### src/rtl/prd_pkg.sv
// shared types and constants for the palette run-length pixel decoder
package prd_pkg;

    localparam int CHUNK_SIZE   = 64;
    localparam int CHUNK_W      = 7;
    localparam int OFFS_W       = 6;
    localparam int LEN_W        = 6;
    localparam int STRIDE_W     = 21;
    localparam int OUT_INDEX_W  = 20;
    localparam int PAL_DEPTH    = 8;
    localparam int PAL_IDX_W    = 3;
    localparam int CFG_ADDR_W   = 3;
    localparam int CFG_DATA_W   = 32;
    localparam int CFG_WORD_LSB = 2;
    localparam int TAIL_FLAG    = 4;

    localparam logic [0:0]          REG_STRIDE_PIXELS = 1'b0;
    localparam logic [STRIDE_W-1:0] STRIDE_RESET      = 21'd4096;
    localparam logic [7:0]          COUNT_RESET       = 8'd255;
    localparam logic [7:0]          INDEX_RESET       = 8'd1;

    typedef enum logic [1:0] {
        PH_COUNT,
        PH_BLUE,
        PH_GREEN,
        PH_RED
    } t_phase;

    typedef struct packed {
        logic [7:0] red;
        logic [7:0] green;
        logic [7:0] blue;
    } t_rgb;

    localparam t_rgb PAL_RESET = '{red: 8'hFF, green: 8'hFF, blue: 8'hFF};

    typedef struct packed {
        logic              valid;
        logic              over;
        logic [OFFS_W-1:0] pos;
        logic [LEN_W-1:0]  len;
    } t_run;

    typedef struct packed {
        t_run tail;
        t_run head;
        t_rgb rgb;
        logic opaque;
    } t_plan;

    typedef struct packed {
        logic                reload;
        logic [STRIDE_W-1:0] stride;
    } t_cfg;

endpackage

### src/rtl/prd_front.sv
// front end: header parsing, run code decoding and chunk bookkeeping
module prd_front #(
    parameter int INDEX_BITS = 20
) (
    input  logic                  i_clk,
    input  logic                  i_rst_n,
    input  prd_pkg::t_cfg         i_cfg,
    input  logic                  i_push,
    input  logic [7:0]            i_data_byte,
    output logic                  o_full,
    input  logic                  i_q_full,
    output logic                  o_q_wr,
    output logic [INDEX_BITS-1:0] o_q_base,
    output prd_pkg::t_plan        o_q_plan
);
    import prd_pkg::*;

    t_rgb                  r_pal [PAL_DEPTH];
    t_phase                r_phase;
    logic [7:0]            r_cr;
    logic [7:0]            r_ci;
    logic                  r_pt;
    logic [3:0]            r_ph;
    logic [CHUNK_W-1:0]    r_cl;
    logic [OFFS_W-1:0]     r_ho;
    logic [OFFS_W-1:0]     r_to;
    logic [INDEX_BITS-1:0] r_cb;
    logic [STRIDE_W-1:0]   r_sl;

    t_phase                n_phase;
    logic [7:0]            n_cr;
    logic [7:0]            n_ci;
    logic                  n_pt;
    logic [3:0]            n_ph;
    logic [CHUNK_W-1:0]    n_cl;
    logic [OFFS_W-1:0]     n_ho;
    logic [OFFS_W-1:0]     n_to;

    logic                  accept;
    logic                  advance;
    logic                  restart;
    logic                  header_mode;
    logic [CHUNK_W-1:0]    cl_hk;
    logic [OFFS_W-1:0]     ho_hk;
    logic [OFFS_W-1:0]     to_hk;
    logic [INDEX_BITS-1:0] cb_hk;
    logic [STRIDE_W-1:0]   sl_hk;
    logic [STRIDE_W-1:0]   sl_e;
    logic [STRIDE_W-1:0]   stride_load;
    t_phase                phase_e;
    logic [7:0]            cr_e;
    logic [7:0]            ci_e;

    logic                  pal_we;
    logic [PAL_IDX_W-1:0]  pal_wr_idx;
    logic [PAL_IDX_W-1:0]  pal_rd_idx;

    logic                  run_go;
    logic [LEN_W-1:0]      tail_req;
    logic [LEN_W-1:0]      head_req;
    logic                  t_over;
    logic                  h_over;
    logic [CHUNK_W-1:0]    t_len;
    logic [CHUNK_W-1:0]    h_len;
    logic [CHUNK_W-1:0]    cl1;

    assign accept = i_push && !i_q_full;
    assign o_full = i_q_full;

    // chunk advance and stride restart ahead of each word
    always_comb begin
        advance     = (r_cl == '0);
        cl_hk       = advance ? CHUNK_W'(CHUNK_SIZE) : r_cl;
        ho_hk       = advance ? '0 : r_ho;
        to_hk       = advance ? OFFS_W'(CHUNK_SIZE - 1) : r_to;
        cb_hk       = advance ? r_cb + INDEX_BITS'(CHUNK_SIZE) : r_cb;
        if (!advance) begin
            sl_hk = r_sl;
        end else if (r_sl > STRIDE_W'(CHUNK_SIZE)) begin
            sl_hk = r_sl - STRIDE_W'(CHUNK_SIZE);
        end else begin
            sl_hk = '0;
        end
        stride_load = (i_cfg.stride == '0) ? STRIDE_W'(CHUNK_SIZE) : i_cfg.stride;
        restart     = (sl_hk == '0);
        sl_e        = restart ? stride_load : sl_hk;
        phase_e     = restart ? PH_COUNT : r_phase;
        cr_e        = restart ? COUNT_RESET : r_cr;
        ci_e        = restart ? INDEX_RESET : r_ci;
        header_mode = (cr_e != '0);
    end

    // header next state
    always_comb begin
        n_phase = phase_e;
        n_cr    = cr_e;
        n_ci    = ci_e;
        if (header_mode) begin
            case (phase_e)
                PH_COUNT: begin
                    n_cr    = i_data_byte;
                    n_phase = PH_BLUE;
                end
                PH_BLUE:  n_phase = PH_GREEN;
                PH_GREEN: n_phase = PH_RED;
                PH_RED: begin
                    n_phase = PH_BLUE;
                    n_ci    = ci_e + 8'd1;
                    n_cr    = cr_e - 8'd1;
                end
                default:  n_phase = PH_COUNT;
            endcase
        end else if (!r_pt) begin
            n_ci = {5'd0, i_data_byte[7:5]};
        end
    end

    // header outputs: palette entry writes, entries 1 to 7 only
    always_comb begin
        pal_wr_idx = ci_e[PAL_IDX_W-1:0];
        pal_we     = accept && header_mode && (phase_e != PH_COUNT)
                     && (ci_e[7:PAL_IDX_W] == '0) && (ci_e[PAL_IDX_W-1:0] != '0);
    end

    // run decoding and clipping against the pixels left in the chunk
    always_comb begin
        run_go     = !header_mode && (r_pt || !i_data_byte[TAIL_FLAG]);
        tail_req   = (run_go && r_pt) ? i_data_byte[5:0] : '0;
        if (!run_go) begin
            head_req = '0;
        end else if (r_pt) begin
            head_req = {r_ph, i_data_byte[7:6]};
        end else begin
            head_req = {2'd0, i_data_byte[3:0]};
        end
        t_over     = ({1'b0, tail_req} > cl_hk);
        t_len      = t_over ? cl_hk : {1'b0, tail_req};
        cl1        = cl_hk - t_len;
        h_over     = ({1'b0, head_req} > cl1);
        h_len      = h_over ? cl1 : {1'b0, head_req};
        n_cl       = cl1 - h_len;
        n_to       = to_hk - t_len[OFFS_W-1:0];
        n_ho       = ho_hk + h_len[OFFS_W-1:0];
        if (header_mode) begin
            n_pt = r_pt;
            n_ph = r_ph;
        end else if (r_pt) begin
            n_pt = 1'b0;
            n_ph = r_ph;
        end else begin
            n_pt = i_data_byte[TAIL_FLAG];
            n_ph = i_data_byte[3:0];
        end
        pal_rd_idx = r_pt ? ci_e[PAL_IDX_W-1:0] : i_data_byte[7:5];
    end

    always_comb begin
        o_q_base             = cb_hk;
        o_q_plan.tail.valid  = (t_len != '0);
        o_q_plan.tail.over   = t_over;
        o_q_plan.tail.pos    = to_hk;
        o_q_plan.tail.len    = t_len[LEN_W-1:0];
        o_q_plan.head.valid  = (h_len != '0);
        o_q_plan.head.over   = h_over;
        o_q_plan.head.pos    = ho_hk;
        o_q_plan.head.len    = h_len[LEN_W-1:0];
        o_q_plan.rgb         = r_pal[pal_rd_idx];
        o_q_plan.opaque      = (pal_rd_idx != '0);
        o_q_wr               = accept && (o_q_plan.tail.valid || o_q_plan.head.valid);
    end

    always_ff @(posedge i_clk) begin
        if (!i_rst_n) begin
            for (int i = 0; i < PAL_DEPTH; i++) begin
                r_pal[i] <= (i == 0) ? '0 : PAL_RESET;
            end
            r_phase <= PH_COUNT;
            r_cr    <= COUNT_RESET;
            r_ci    <= INDEX_RESET;
            r_pt    <= 1'b0;
            r_ph    <= '0;
            r_cl    <= CHUNK_W'(CHUNK_SIZE);
            r_ho    <= '0;
            r_to    <= OFFS_W'(CHUNK_SIZE - 1);
            r_cb    <= '0;
            r_sl    <= STRIDE_RESET;
        end else begin
            if (i_cfg.reload) begin
                r_sl <= stride_load;
            end else if (accept) begin
                r_sl <= sl_e;
            end
            if (accept) begin
                r_phase <= n_phase;
                r_cr    <= n_cr;
                r_ci    <= n_ci;
                r_pt    <= n_pt;
                r_ph    <= n_ph;
                r_cl    <= n_cl;
                r_ho    <= n_ho;
                r_to    <= n_to;
                r_cb    <= cb_hk;
            end
            if (pal_we) begin
                case (phase_e)
                    PH_BLUE:  r_pal[pal_wr_idx].blue  <= i_data_byte;
                    PH_GREEN: r_pal[pal_wr_idx].green <= i_data_byte;
                    PH_RED:   r_pal[pal_wr_idx].red   <= i_data_byte;
                    default:  r_pal[pal_wr_idx]       <= r_pal[pal_wr_idx];
                endcase
            end
        end
    end

    a_chunk_bound: assert property (@(posedge i_clk) disable iff (!i_rst_n)
        r_cl <= CHUNK_W'(CHUNK_SIZE))
        else $error("chunk pixel count above chunk size");

    // head and tail offsets bracket the unfilled pixels whenever any are left
    a_offsets: assert property (@(posedge i_clk) disable iff (!i_rst_n)
        (r_cl != '0) |-> (({1'b0, r_ho} + r_cl) == ({1'b0, r_to} + CHUNK_W'(1))))
        else $error("head and tail offsets disagree with pixels left");

endmodule

### src/rtl/prd_queue.sv
// short run-plan queue between front and back
module prd_queue #(
    parameter int DATA_W = 8,
    parameter int DEPTH  = 4
) (
    input  logic              i_clk,
    input  logic              i_rst_n,
    input  logic              i_wr,
    input  logic [DATA_W-1:0] i_data,
    input  logic              i_rd,
    output logic [DATA_W-1:0] o_data,
    output logic              o_full,
    output logic              o_empty
);
    localparam int PTR_W = $clog2(DEPTH);
    localparam int CNT_W = $clog2(DEPTH + 1);

    logic [DATA_W-1:0] r_mem [DEPTH];
    logic [PTR_W-1:0]  r_wr;
    logic [PTR_W-1:0]  r_rd;
    logic [CNT_W-1:0]  r_count;
    logic [PTR_W-1:0]  n_wr;
    logic [PTR_W-1:0]  n_rd;
    logic              do_rd;

    assign o_full  = (r_count == CNT_W'(DEPTH));
    assign o_empty = (r_count == '0);
    assign o_data  = r_mem[r_rd];
    assign do_rd   = i_rd && !o_empty;
    assign n_wr    = (r_wr == PTR_W'(DEPTH - 1)) ? '0 : r_wr + PTR_W'(1);
    assign n_rd    = (r_rd == PTR_W'(DEPTH - 1)) ? '0 : r_rd + PTR_W'(1);

    always_ff @(posedge i_clk) begin
        if (i_wr) begin
            r_mem[r_wr] <= i_data;
        end
    end

    always_ff @(posedge i_clk) begin
        if (!i_rst_n) begin
            r_wr    <= '0;
            r_rd    <= '0;
            r_count <= '0;
        end else begin
            if (i_wr) begin
                r_wr <= n_wr;
            end
            if (do_rd) begin
                r_rd <= n_rd;
            end
            if (i_wr && !do_rd) begin
                r_count <= r_count + CNT_W'(1);
            end else if (!i_wr && do_rd) begin
                r_count <= r_count - CNT_W'(1);
            end
        end
    end

    a_no_overflow: assert property (@(posedge i_clk) disable iff (!i_rst_n)
        i_wr |-> !o_full)
        else $error("write into a full run queue");

endmodule

### src/rtl/prd_back.sv
// back end: turns queued run plans into descriptor words, one per cycle while the consumer pops
module prd_back #(
    parameter int INDEX_BITS = 20
) (
    input  logic                               i_clk,
    input  logic                               i_rst_n,
    input  logic                               i_q_empty,
    input  logic [INDEX_BITS-1:0]              i_q_base,
    input  prd_pkg::t_plan                     i_q_plan,
    output logic                               o_q_pop,
    input  logic                               i_pop,
    output logic                               o_empty,
    output logic [prd_pkg::OUT_INDEX_W-1:0]    o_start_index,
    output logic [prd_pkg::LEN_W-1:0]          o_run_length,
    output logic                               o_descending,
    output logic [7:0]                         o_red,
    output logic [7:0]                         o_green,
    output logic [7:0]                         o_blue,
    output logic                               o_opaque,
    output logic                               o_last_run,
    output logic                               o_overrun
);
    import prd_pkg::*;

    logic                   r_out_valid;
    logic                   r_second;
    logic [OUT_INDEX_W-1:0] r_start;
    logic [LEN_W-1:0]       r_len;
    logic                   r_desc;
    t_rgb                   r_rgb;
    logic                   r_opaque;
    logic                   r_last;
    logic                   r_over;

    logic                   can_load;
    logic                   load;
    logic                   sel_tail;
    t_run                   run;
    logic [INDEX_BITS-1:0]  abs_index;

    always_comb begin
        can_load  = !r_out_valid || i_pop;
        load      = can_load && !i_q_empty;
        // tail run goes out first when the plan has one
        sel_tail  = i_q_plan.tail.valid && !r_second;
        run       = sel_tail ? i_q_plan.tail : i_q_plan.head;
        abs_index = i_q_base + INDEX_BITS'(run.pos);
        o_q_pop   = load && !(sel_tail && i_q_plan.head.valid);
    end

    always_ff @(posedge i_clk) begin
        if (!i_rst_n) begin
            r_out_valid <= 1'b0;
            r_second    <= 1'b0;
        end else begin
            if (can_load) begin
                r_out_valid <= !i_q_empty;
            end
            if (load) begin
                r_second <= sel_tail && i_q_plan.head.valid;
            end
        end
    end

    always_ff @(posedge i_clk) begin
        if (load) begin
            r_start  <= OUT_INDEX_W'(abs_index);
            r_len    <= run.len;
            r_desc   <= sel_tail;
            r_rgb    <= i_q_plan.rgb;
            r_opaque <= i_q_plan.opaque;
            r_last   <= !(sel_tail && i_q_plan.head.valid);
            r_over   <= run.over;
        end
    end

    assign o_empty       = !r_out_valid;
    assign o_start_index = r_start;
    assign o_run_length  = r_len;
    assign o_descending  = r_desc;
    assign o_red         = r_rgb.red;
    assign o_green       = r_rgb.green;
    assign o_blue        = r_rgb.blue;
    assign o_opaque      = r_opaque;
    assign o_last_run    = r_last;
    assign o_overrun     = r_over;

    // the head half of a split plan must still be queued behind its tail word
    a_second_half: assert property (@(posedge i_clk) disable iff (!i_rst_n)
        r_second |-> (!i_q_empty && r_out_valid && r_desc && !r_last))
        else $error("head run pending without its plan in the queue");

endmodule

### src/rtl/palette_run_length_pixel_decoder_unit.sv
// Palette run-length pixel decoder: takes one stream byte per push and returns run descriptor
// words (up to two per byte) on a queue-style output. A byte is accepted in the cycle it is
// pushed whenever the run-plan queue between the parser and the descriptor stage has room, so
// bytes may arrive back to back. The descriptor stage hands out one word per cycle from its
// output register while the consumer pops, so a byte that causes two runs needs two output
// words and one that causes none needs none; the sustained byte rate is set by that output
// stage and depends on the run mix. The stride_pixels register sits at byte address 0 of the
// configuration port; writing it also restarts the stride count.
// No clearing pass follows reset.
module palette_run_length_pixel_decoder_unit #(
    parameter int INDEX_BITS  = 20,
    parameter int QUEUE_DEPTH = 4
) (
    input  logic                               i_clk,
    input  logic                               i_rst_n,
    input  logic                               psel,
    input  logic                               penable,
    input  logic                               pwrite,
    input  logic [prd_pkg::CFG_ADDR_W-1:0]     paddr,
    input  logic [prd_pkg::CFG_DATA_W-1:0]     pwdata,
    output logic [prd_pkg::CFG_DATA_W-1:0]     prdata,
    output logic                               pready,
    input  logic                               push,
    output logic                               full,
    input  logic [7:0]                         i_data_byte,
    output logic                               empty,
    input  logic                               pop,
    output logic [prd_pkg::OUT_INDEX_W-1:0]    o_start_index,
    output logic [prd_pkg::LEN_W-1:0]          o_run_length,
    output logic                               o_descending,
    output logic [7:0]                         o_red,
    output logic [7:0]                         o_green,
    output logic [7:0]                         o_blue,
    output logic                               o_opaque,
    output logic                               o_last_run,
    output logic                               o_overrun
);
    import prd_pkg::*;

    localparam int ENTRY_W = INDEX_BITS + $bits(t_plan);

    logic [STRIDE_W-1:0]   r_stride;
    logic                  reg_hit;
    logic                  cfg_wr;
    t_cfg                  cfg;

    logic                  q_wr;
    logic                  q_pop;
    logic                  q_full;
    logic                  q_empty;
    logic [INDEX_BITS-1:0] wr_base;
    t_plan                 wr_plan;
    logic [ENTRY_W-1:0]    rd_entry;
    logic [INDEX_BITS-1:0] rd_base;
    t_plan                 rd_plan;

    assign pready  = 1'b1;
    assign reg_hit = (paddr[CFG_ADDR_W-1:CFG_WORD_LSB] == REG_STRIDE_PIXELS);
    assign cfg_wr  = psel && penable && pwrite && pready && reg_hit;
    assign prdata  = reg_hit ? CFG_DATA_W'(r_stride) : '0;

    // front sees the value being written in the write cycle itself
    always_comb begin
        cfg.reload = cfg_wr;
        cfg.stride = cfg_wr ? pwdata[STRIDE_W-1:0] : r_stride;
    end

    always_ff @(posedge i_clk) begin
        if (!i_rst_n) begin
            r_stride <= STRIDE_RESET;
        end else if (cfg_wr) begin
            r_stride <= pwdata[STRIDE_W-1:0];
        end
    end

    prd_front #(
        .INDEX_BITS (INDEX_BITS)
    ) u_front (
        .i_clk       (i_clk),
        .i_rst_n     (i_rst_n),
        .i_cfg       (cfg),
        .i_push      (push),
        .i_data_byte (i_data_byte),
        .o_full      (full),
        .i_q_full    (q_full),
        .o_q_wr      (q_wr),
        .o_q_base    (wr_base),
        .o_q_plan    (wr_plan)
    );

    prd_queue #(
        .DATA_W (ENTRY_W),
        .DEPTH  (QUEUE_DEPTH)
    ) u_queue (
        .i_clk   (i_clk),
        .i_rst_n (i_rst_n),
        .i_wr    (q_wr),
        .i_data  ({wr_base, wr_plan}),
        .i_rd    (q_pop),
        .o_data  (rd_entry),
        .o_full  (q_full),
        .o_empty (q_empty)
    );

    assign rd_base = rd_entry[ENTRY_W-1 -: INDEX_BITS];
    assign rd_plan = rd_entry[$bits(t_plan)-1:0];

    prd_back #(
        .INDEX_BITS (INDEX_BITS)
    ) u_back (
        .i_clk         (i_clk),
        .i_rst_n       (i_rst_n),
        .i_q_empty     (q_empty),
        .i_q_base      (rd_base),
        .i_q_plan      (rd_plan),
        .o_q_pop       (q_pop),
        .i_pop         (pop),
        .o_empty       (empty),
        .o_start_index (o_start_index),
        .o_run_length  (o_run_length),
        .o_descending  (o_descending),
        .o_red         (o_red),
        .o_green       (o_green),
        .o_blue        (o_blue),
        .o_opaque      (o_opaque),
        .o_last_run    (o_last_run),
        .o_overrun     (o_overrun)
    );

endmodule

### config.mk
export PLATFORM = sky130hd
export DESIGN_NAME = palette_run_length_pixel_decoder_unit
export DESIGN_NICKNAME = d
export VERILOG_FILES = /design/src/rtl/prd_pkg.sv /design/src/rtl/prd_front.sv /design/src/rtl/prd_queue.sv /design/src/rtl/prd_back.sv /design/src/rtl/palette_run_length_pixel_decoder_unit.sv
export SDC_FILE = /design/constraint.sdc
export NUM_CORES = 1
export LEC_CHECK = 0
export BUFFER_PORTS_ARGS = -buffer_cell sky130_fd_sc_hd__buf_2
export CAP_MARGIN = 20
export CORE_UTILIZATION = 33
export CTS_CLUSTER_SIZE = 14
export DETAILED_ROUTE_END_ITERATION = 12
export GPL_TIMING_DRIVEN = 0
export PLACE_DENSITY = 0.58
export SYNTH_ARGS = -nofsm -noshare
export SYNTH_HDL_FRONTEND = slang
export SYNTH_SLANG_ARGS = --single-unit
### constraint.sdc
create_clock -name i_clk -period 11.85 [get_ports i_clk]
set_clock_uncertainty 0.2 [all_clocks]
set_input_delay 0.5925 -clock i_clk [delete_from_list [all_inputs] [get_ports i_clk]]
set_output_delay 0.5925 -clock i_clk [all_outputs]
set_load 0.05 [all_outputs]
==> reports/metrics.cfg, run 1 <==
[sta]
setup_viol = 0
slew_headroom_pct = 24.7
setup_total_negative_slack_ps = 0
layout_min_cycle_time_ps = 11310
rsz0062_at_grt = false
hold_violations = 0
drv_slew = 0
period_share_pct = 95.5
fmax_mhz = 88.4
tightest_slew_ps = 1130

[critical_path]
crit_type = reg2reg
r2r_setup_slack_ps = 540
start_kind = register
cp_slowest_cell = or4_4
crit_path_max_incr_delay_ps = 630
reg2reg_to = u_front.r_ho[5]
endpoint_kind = register
crit_required_ps = 12100
cp.arrival_ps = 11560
crit_path_frequent_cell = ha_1
r2r-start = u_front.r_cl[2]
reg2reg_depth = 46
path_max_fanout = 10

[yosys]
netlist_area_mm2 = 0.0285
synthDistinctLibCells = 78
ys_ff_latch = 623
synth_warnings = 0
async_reset_ff_share_pct = 0
syn_avg_cell_area_um2 = 13.4
synth_edf_count = 514
yosys.area.top_type = edfxtp_1
ys_top_cells_by_count = edfxtp_1, mux2i_1, nand2_1, nor2_1, dfxtp_1
ys_top_cells_by_area = edfxtp_1, dfxtp_1, mux2i_1
synth_flop_cell = edfxtp_1
synth.most_common_cell = edfxtp_1
yosysSeqAreaShare_pct = 61.7
syn_inst = 2135
synth.top_cell.area_share_pct = 54.1

[clock_network]
cts.clk_slew.worst_paths_ps = 60
cts_tree = done
insertion_delay_ps = 600
cts_root_buffer = clkbuf_16
cts_buffer_depth = 3
htreeDepth = 3
cts_sinks = 623
cts_buffers = 66

[min_path]
whs_path_depth = 3
hold_path_class = in2reg
hold_start = pwdata[9]
min_to = r_stride[9]

[finish]
finalCoreUtilization_pct = 38.8
fin_nets = 2440
syn2layout_area_growth_pct = 16.1
layout-drive-gt1-share_pct = 20.8
fillCellCount = 8081

[grt]
grt_max_degree = 40
grt.overflow.total = 0
grt_pass1_wl_um = 114000
first_global_vias = 18300
antenna_found_initial = 9
track_usage_pct = 17.5

[drt]
met1Wirelength_um = 32900
viasPerCell = 5.15
vias = 18200
wl_per_cell_um = 21.8
drtIter0Drc = 1594
route.met3.wl_um = 4410
route.detailed.drc = 0
first_pass_iters = 5
top_layer_used = met5
wirelength_um = 77100
met2WireLength_um = 37600
postRouteAntennaNets = 0

[status]
outcome = finished clean

[floorplan]
row_count = 107
io_pins = 139
die_h_um = 296
core_area_mm2 = 0.0854
die_w_um = 296
floorplan.initialDensity_pct = 33.4
fp.dieArea_mm2 = 0.0877

[pwr]
ir_worst_vdd_uv = 110
power_density_mw_per_mm2 = 196
p_leak_nw = 11.1

[run]
cap_violations = 0

[placed_design]
hpwlAfterDp_um = 53700
place.gp.congestion = 0.874
numPortBuffers = 112

==> placed cells by master (no fill, tap or decap), types with 49 or more instances in the layout <==
| cell | Yosys | final |
|---|---|---|
| a21oi_1 | 88 | 80 |
| mux2i_1 | 172 | 170 |
| inv_1 | 51 | 49 |
| mux4_2 | 67 | 67 |
| or2_2 | 97 | 96 |
| clkbuf_1 | 107 | 111 |
| dfxtp_1 | 109 | 109 |
| nand2_1 | 144 | 144 |
| buf_2 | 12 | 124 |
| edfxtp_1 | 514 | 514 |
| clkbuf_16 | 0 | 70 |
| nor2_1 | 110 | 110 |
==> layer usage <==
metal | global-route usage (%) | vias to the layer above
li1 | - | 8336
met1 | 22.5 | 9097
met2 | 29.7 | 592
met3 | 2.94 | 135
met4 | 5.88 | 12
met5 | 0 | -
==> layout make-up <==
class / count / area, um2 / area share (%)
Antenna cell: 2 / 5.00 / 0.0151
Timing Repair Buffer: 127 / 797 / 2.41
Sequential cell: 623 / 17600 / 53.2
Clock inverter: 28 / 234 / 0.706
Tap cell: 1144 / 1430 / 4.32
Inverter: 52 / 195 / 0.589
Clock buffer: 87 / 1860 / 5.60
Buffer: 142 / 639 / 1.93
Multi-Input combinational cell: 1324 / 10400 / 31.3
==> where the power goes <==
group          internal (mW)  total (mW)  leakage [nW]  switching (mW)
sequential              2.62        2.71          5.21          0.0878
clock                   1.17        2.01          1.03           0.845
combinational          0.591        1.78          4.88            1.19
==> registers in the layout, summed over array words and instances, names as in the netlist, 3 cells and up, named ones only <==
| signal | count |
|---|---|
| u_front.r_ho | 6 |
| u_front.r_pal | 192 |
| u_back.o_run_length | 6 |
| u_back.o_blue | 8 |
| u_queue.r_count | 3 |
| r_stride | 21 |
| u_front.r_sl | 21 |
| u_front.r_ci | 8 |
| u_queue.r_mem | 268 |
| u_front.r_cb | 14 |
| u_back.o_green | 8 |
| u_front.r_to | 6 |
| u_front.r_ph | 4 |
| u_front.r_cr | 8 |
| u_front.r_cl | 7 |
| u_back.o_start_index | 20 |
| u_back.o_red | 8 |
==> per-stage QoR <==
step	setup WS, ps	hold slack [ps]	instance area (um2)	instances	total power [mW]
floorplan	307	227	28600	2145	3.98
global placement	-4070	242	30600	3401	4.44
detailed placement	-2750	243	30700	3408	4.49
CTS	14.1	46.1	33000	3524	6.53
global route	17.6	64.9	33100	3528	6.76
finish	538	72.6	33100	3529	6.50
==> cells by family (layout without fill, tap and decap cells) <==
group	after synthesis	count (layout)	share of synthesized area [%]
DFF	623	623	61.7
AOI/OAI and AO/OA	257	257	6.01
other	2	14	0.0263
adders and majority gates	54	54	2.50
buffers and inverters	198	436	2.89
xor gates and xnor gates	41	41	1.26
and+or+nand+nor	684	684	12.8
muxes	276	276	12.8
==> what timing repair did <==
action | in CTS | in global routing
hold endpoints to repair | 0 | 0
pin swaps | 1 | 1
gates cloned | 0 | 0
resized for setup | 37 | 17
endpoints found under the setup margin | 318 | 282
hold buffers | 0 | 0
setup buffers | 3 | 2
==> how the worst max path moves through the flow <==
stage / start / endpoint / slack (ps)
detailed placement: u_front.r_sl[6] / u_front.r_ho[5] / -2750
global route: u_front.r_cl[2] / u_front.r_ho[4] / 20
finish: u_front.r_cl[2] / u_front.r_ho[5] / 540
global placement: u_front.r_sl[6] / u_queue.r_mem[2][15] / -4070
CTS: u_front.r_sl[9] / u_queue.r_count[2] / 10
floorplan: u_front.r_cl[2] / u_queue.r_mem[3][0] / 310
==> worst max-delay path, delay by kind of cell, from the launching register on <==
family,cells,cell delay [ps]
AO/OA/AOI/OAI,14,2470
XOR/XNOR,2,340
adder cells (fa/ha/maj),6,1620
buffers and inverters,8,1380
flip-flops,1,400
multiplexers,4,810
AND/OR/NAND/NOR,12,3940
(Power assumes the default switching activity.)
==> inputs of run 2 (changes only) <==
- CELL_PAD_IN_SITES_DETAIL_PLACEMENT: not set -> 1
- CELL_PAD_IN_SITES_GLOBAL_PLACEMENT: not set -> 2
- PLACE_DENSITY: 0.58 -> 0.62
==> reports/metrics.cfg, run 2 (synthesis results as in run 1) <==
[sta]
hold_violations = 0
tightest_slew_ps = 1110
setup_total_negative_slack_ps = 0
setup_viol = 0
fmax_mhz = 87.4
drv_slew = 0
fin_ws_ps = 412
layout_min_cycle_time_ps = 11440
slew_headroom_pct = 26.1
period_share_pct = 96.5

[pwr]
p_int_mw = 4.64
p_seq_share_pct = 39.3
power_frac_comb_pct = 26.6
p_leak_nw = 11.4
ir_worst_vdd_uv = 136
power_switching_mw = 2.27
p_clk_share_pct = 34.1
power_density_mw_per_mm2 = 205
switching_share_pct = 32.8
p_total_mw = 6.91

[finish]
final_cell_area_mm2 = 0.0336
final_common_cell = edfxtp_1
register_area_mm2 = 0.0176
reg_top3 = u_queue.r_mem (268), u_front.r_pal (192)
multi_input_area_mm2 = 0.0104
fin_nets = 2452
layout.cells.most_common_list = edfxtp_1, mux2i_1, nand2_1
syn2layout_area_growth_pct = 17.9
fillCellCount = 9034
finalCoreUtilization_pct = 39.4
layout-drive-gt1-share_pct = 21.7
largest_register = u_queue.r_mem
largest_reg_flops = 268

[grt]
first_global_vias = 19100
top_usage_layer = met2
use_met2_pct = 33.3
grt_pass1_wl_um = 128000
grtUsageMet3_pct = 2.55
track_usage_pct = 20.0
grt.overflow.total = 0
grt_max_degree = 48
antenna_found_initial = 2
met1_usage_pct = 27.6

[clock_network]
cts_root_buffer = clkbuf_16
htreeDepth = 3
cts_tree = done
cts_sinks = 623
cts.clk_slew.worst_paths_ps = 60
cts_buffer_depth = 3
insertion_delay_ps = 630
cts_buffers = 73

[critical_path]
path_max_fanout = 10
crit_path_max_incr_delay_ps = 630
cp.arrival_ps = 11780
endpoint_kind = register
start_kind = register
cp_slowest_cell = or4_4
crit_path_frequent_cell = ha_1
crit_required_ps = 12200
crit_type = reg2reg

[floorplan]
row_count = 107
core_area_mm2 = 0.0854
io_pins = 139
die_h_um = 296
fp.dieArea_mm2 = 0.0877
floorplan.initialDensity_pct = 33.4
die_w_um = 296

[drt]
drtIter0Drc = 1103
vias = 18300
postRouteAntennaNets = 0
wirelength_um = 86900
route.detailed.drc = 0
viasPerCell = 5.14
first_pass_iters = 5
wl_per_cell_um = 24.5

[status]
outcome = finished clean

[min_path]
hold_path_class = in2reg

[placed_design]
numPortBuffers = 112
place_area_mm2 = 0.0308
place.gp.congestion = 0.860
dp_slack_ps = -3120
hpwlAfterDp_um = 61900

[run]
cap_violations = 0

## run 2: cell types whose count changed in the layout (fill, tap and decap cells not counted), moves of 3 or more
cell       change
buf_4          +3
bufinv_16      +7
clkbuf_16      +5
clkinv_2       -4
inv_6          +3
## run 2: routing by layer
metal  vias to the layer above  wire length [um]
met2                       320             42100
met1                      9468             40400
met4                         0              1540
met3                        95              2870
li1                       8367                 -
met5                         -                 0
## run 2: power by group through the flow
stage	Sequential (mW)	Clock [mW]	Combinational [mW]
3_3_place_gp	2.78	0	1.73
5_1_grt	2.74	2.49	1.98
3_5_place_dp	2.76	0	1.79
2_1_floorplan	3.06	0	0.919
4_1_cts	2.72	2.41	1.83
6_report	2.71	2.36	1.84
## run 2: layout make-up
cell class / instances / share of cell area, %
clock buffers: 94 / 5.94
well taps: 1144 / 4.25
plain buffers: 141 / 1.88
clock inverters: 39 / 1.48
flip-flops and latches: 623 / 52.4
multi-input cells: 1324 / 30.9
inverters: 52 / 0.580
repair buffers: 133 / 2.58
diodes: 3 / 0.0223
## run 2: final timing paths
| check | startpoint | to | slack, ps | depth (start not counted) |
|---|---|---|---|---|
| setup / recovery | u_front.r_cl[2] | u_front.r_cl[5] | 410 | 48 |
| hold / removal | pwdata[11] | r_stride[11] | 50 | 3 |
| hold reg to reg | u_front.r_ho[0] | u_front.r_ho[0] | 260 | 2 |
| setup reg to reg | u_front.r_cl[2] | u_front.r_cl[5] | 410 | 48 |
## run 2: stage by stage
step	hold WS [ps]	cells
after floorplan	227	2145
after global placement	245	3401
after detailed placement	255	3408
after CTS	11.8	3544
after global routing	29.8	3550
final	50.9	3553
## run 2: critical path: cells and delay by family (launching register included)
kind,cells,cell delay (ps)
xor gates and xnor gates,3,540
and+or+nand+nor,15,4040
adders and majority gates,6,1690
buffers and inverters,8,1430
DFF,1,400
AOI/OAI and AO/OA,14,2640
muxes,2,390
## run 2: repair_timing
action | 4_1_cts | 5_1_grt
endpoints found under the setup margin | 318 | 264
gates resized for setup | 42 | 14
buffers inserted | 4 | 5
hold buffers | 2 | 0
pin swaps | 2 | 0
hold endpoints to repair | 2 | 0
==> inputs of run 3 (changes only) <==
- ABC_AREA: not set -> 1
- PLACE_DENSITY: 0.62 -> 0.67
==> reports/metrics.cfg, run 3 <==
[status]
outcome = finished clean

[clock_network]
cts_tree = done
cts_buffer_depth = 3
htreeDepth = 3
cts.clk_slew.worst_paths_ps = 60
cts_root_buffer = clkbuf_16
cts_buffers = 73
cts_hold_buf = 0
cts_sinks = 623
insertion_delay_ps = 620

[pwr]
power_frac_comb_pct = 31.6
p_int_mw = 4.77
p_leak_nw = 11.6
p_seq_share_pct = 39.0
power_density_mw_per_mm2 = 232
p_clk_share_pct = 29.4
p_total_mw = 7.57
power_switching_mw = 2.80
switching_share_pct = 37.0
ir_worst_vdd_uv = 152

[yosys]
synth.most_common_cell = nor2_1
synth.top_cell.area_share_pct = 55.1
synth_warnings = 0
synthDistinctLibCells = 54
yosys.area.top_type = edfxtp_1
syn_inst = 2789
yosysSeqAreaShare_pct = 62.9
ys_top_cells_by_count = nor2_1, edfxtp_1, nand2_1, o21ai_0, inv_1
netlist_area_mm2 = 0.0280
synth_flop_cell = edfxtp_1
async_reset_ff_share_pct = 0
ys_ff_latch = 623
synth_edf_count = 514
ys_top_cells_by_area = edfxtp_1, dfxtp_1, nor2_1
syn_avg_cell_area_um2 = 10.0

[sta]
setup_viol = 0
slew_headroom_pct = 27.4
hold_violations = 0
setup_total_negative_slack_ps = 0
tightest_slew_ps = 1090
layout_min_cycle_time_ps = 10750
fmax_mhz = 93.1
fin_ws_ps = 1100
drv_slew = 0
rsz0062_at_grt = false
period_share_pct = 90.7
holdWs_ps = 99.5

[drt]
viasPerCell = 5.03
top_layer_used = met4
wirelength_um = 93200
postRouteAntennaNets = 0
drtIter0Drc = 1280
first_pass_iters = 5
met2WireLength_um = 44800
wl_per_cell_um = 22.3
met1Wirelength_um = 43100
vias = 21100
route.met3.wl_um = 3090
route.detailed.drc = 0

[grt]
grt.overflow.total = 0
grt_max_degree = 30
first_global_vias = 22300
antenna_found_initial = 1
track_usage_pct = 21.7
grt_pass1_wl_um = 140000

[placed_design]
place_inst = 4057
hpwlAfterDp_um = 66700
numPortBuffers = 112
dp_slack_ps = 776
place.gp.congestion = 0.836

[critical_path]
crit_required_ps = 11960
path_max_fanout = 24
crit_type = reg2reg
cp_slowest_cell = nor2_4
endpoint_kind = register
cp.arrival_ps = 10850
crit_path_max_incr_delay_ps = 730
start_kind = register
crit_path_frequent_cell = nor2_1

[finish]
multi_input_area_mm2 = 0.00883
reg_top3 = u_queue.r_mem (268), u_front.r_pal (192)
largest_reg_flops = 268
layout.cells.most_common_list = nor2_1, edfxtp_1, nand2_1
fin_cells = 4189
syn2layout_area_growth_pct = 16.7
largest_register = u_queue.r_mem
final_common_cell = nor2_1
fin_nets = 3109
register_area_mm2 = 0.0176
layout-drive-gt1-share_pct = 10.9
fillCellCount = 9465

[floorplan]
die_w_um = 293
core_area_mm2 = 0.0838
io_pins = 139
fp.dieArea_mm2 = 0.0860
floorplan.initialDensity_pct = 33.4
die_h_um = 293
row_count = 106

[min_path]
hold_path_class = in2reg

[run]
cap_violations = 0

-- run 3: changes by cell type in the layout (fill, tap and decap cells not counted), moves of 67 or more --
cell / delta
nand2_1: +263
nor2_1: +409
inv_1: +159
o22ai_1: +74
mux2i_1: -170
mux4_2: -67
o21ai_0: +292
or2_2: -88
-- run 3: per-stage QoR --
step | instance area [um2] | util [%]
after floorplan | 28000 | -
after global placement | 30000 | 35.8
after detailed placement | 30300 | 36.1
after CTS | 32600 | 38.9
after global routing | 32700 | 39.0
final | 32700 | 39.0
-- run 3: layout make-up --
cell class	instances	share of cell area (%)
clock inverters	30	1.02
repair buffers	131	2.59
inverters	233	2.68
multi-input cells	1779	27.0
well taps	1134	4.34
diodes	1	0.00765
flip-flops and latches	623	53.9
plain buffers	164	2.34
clock buffers	94	6.12
-- run 3: cell families after synthesis --
group                      share of synthesized area (%)
adders and majority gates                           2.55
buffers and inverters                               5.86
other                                             0.0268
xor gates and xnor gates                           0.844
DFF                                                 62.9
AOI/OAI and AO/OA                                   12.1
and+or+nand+nor                                     15.7
-- run 3: power groups by stage --
| stage | Sequential [mW] | Clock (mW) | Combinational [mW] |
|---|---|---|---|
| floorplan | 3.35 | 0 | 1.21 |
| global placement | 3.06 | 0 | 2.28 |
| detailed placement | 3.00 | 0 | 2.42 |
| CTS | 2.96 | 2.27 | 2.43 |
| global route | 2.99 | 2.35 | 2.62 |
| finish | 2.96 | 2.23 | 2.39 |
-- run 3: final timing paths --
path | start | cells after the start | to | slack, ps
hold / removal | pwdata[17] | 3 | u_front.r_sl[17] | 100
setup reg to reg | u_front.r_cl[0] | 50 | u_queue.r_mem[3][13] | 1100
hold reg to reg | u_front.r_to[1] | 2 | u_front.r_to[1] | 260
setup / recovery | u_front.r_cl[0] | 50 | u_queue.r_mem[3][13] | 1100
-- run 3: timing repair --
item                       CTS  global route
gates resized for setup      0             1
setup buffers                0             7
setup endpoints to repair    0            76
-- run 3: critical path: cells and delay by family, from the launching register on --
family                   cells  cell delay [ps]
AO/OA/AOI/OAI                7             1130
XOR/XNOR                     1              260
adder cells (fa/ha/maj)      5             1550
buffers and inverters       12             2250
flip-flops                   1              320
AND/OR/NAND/NOR             25             4630
-- run 3: layer usage --
layer | vias to the layer above | GRT usage, %
li1 | 9980 | -
met1 | 10500 | 29.1
met2 | 416 | 37.0
met3 | 125 | 2.62
met4 | 0 | 5.89
met5 | - | 0
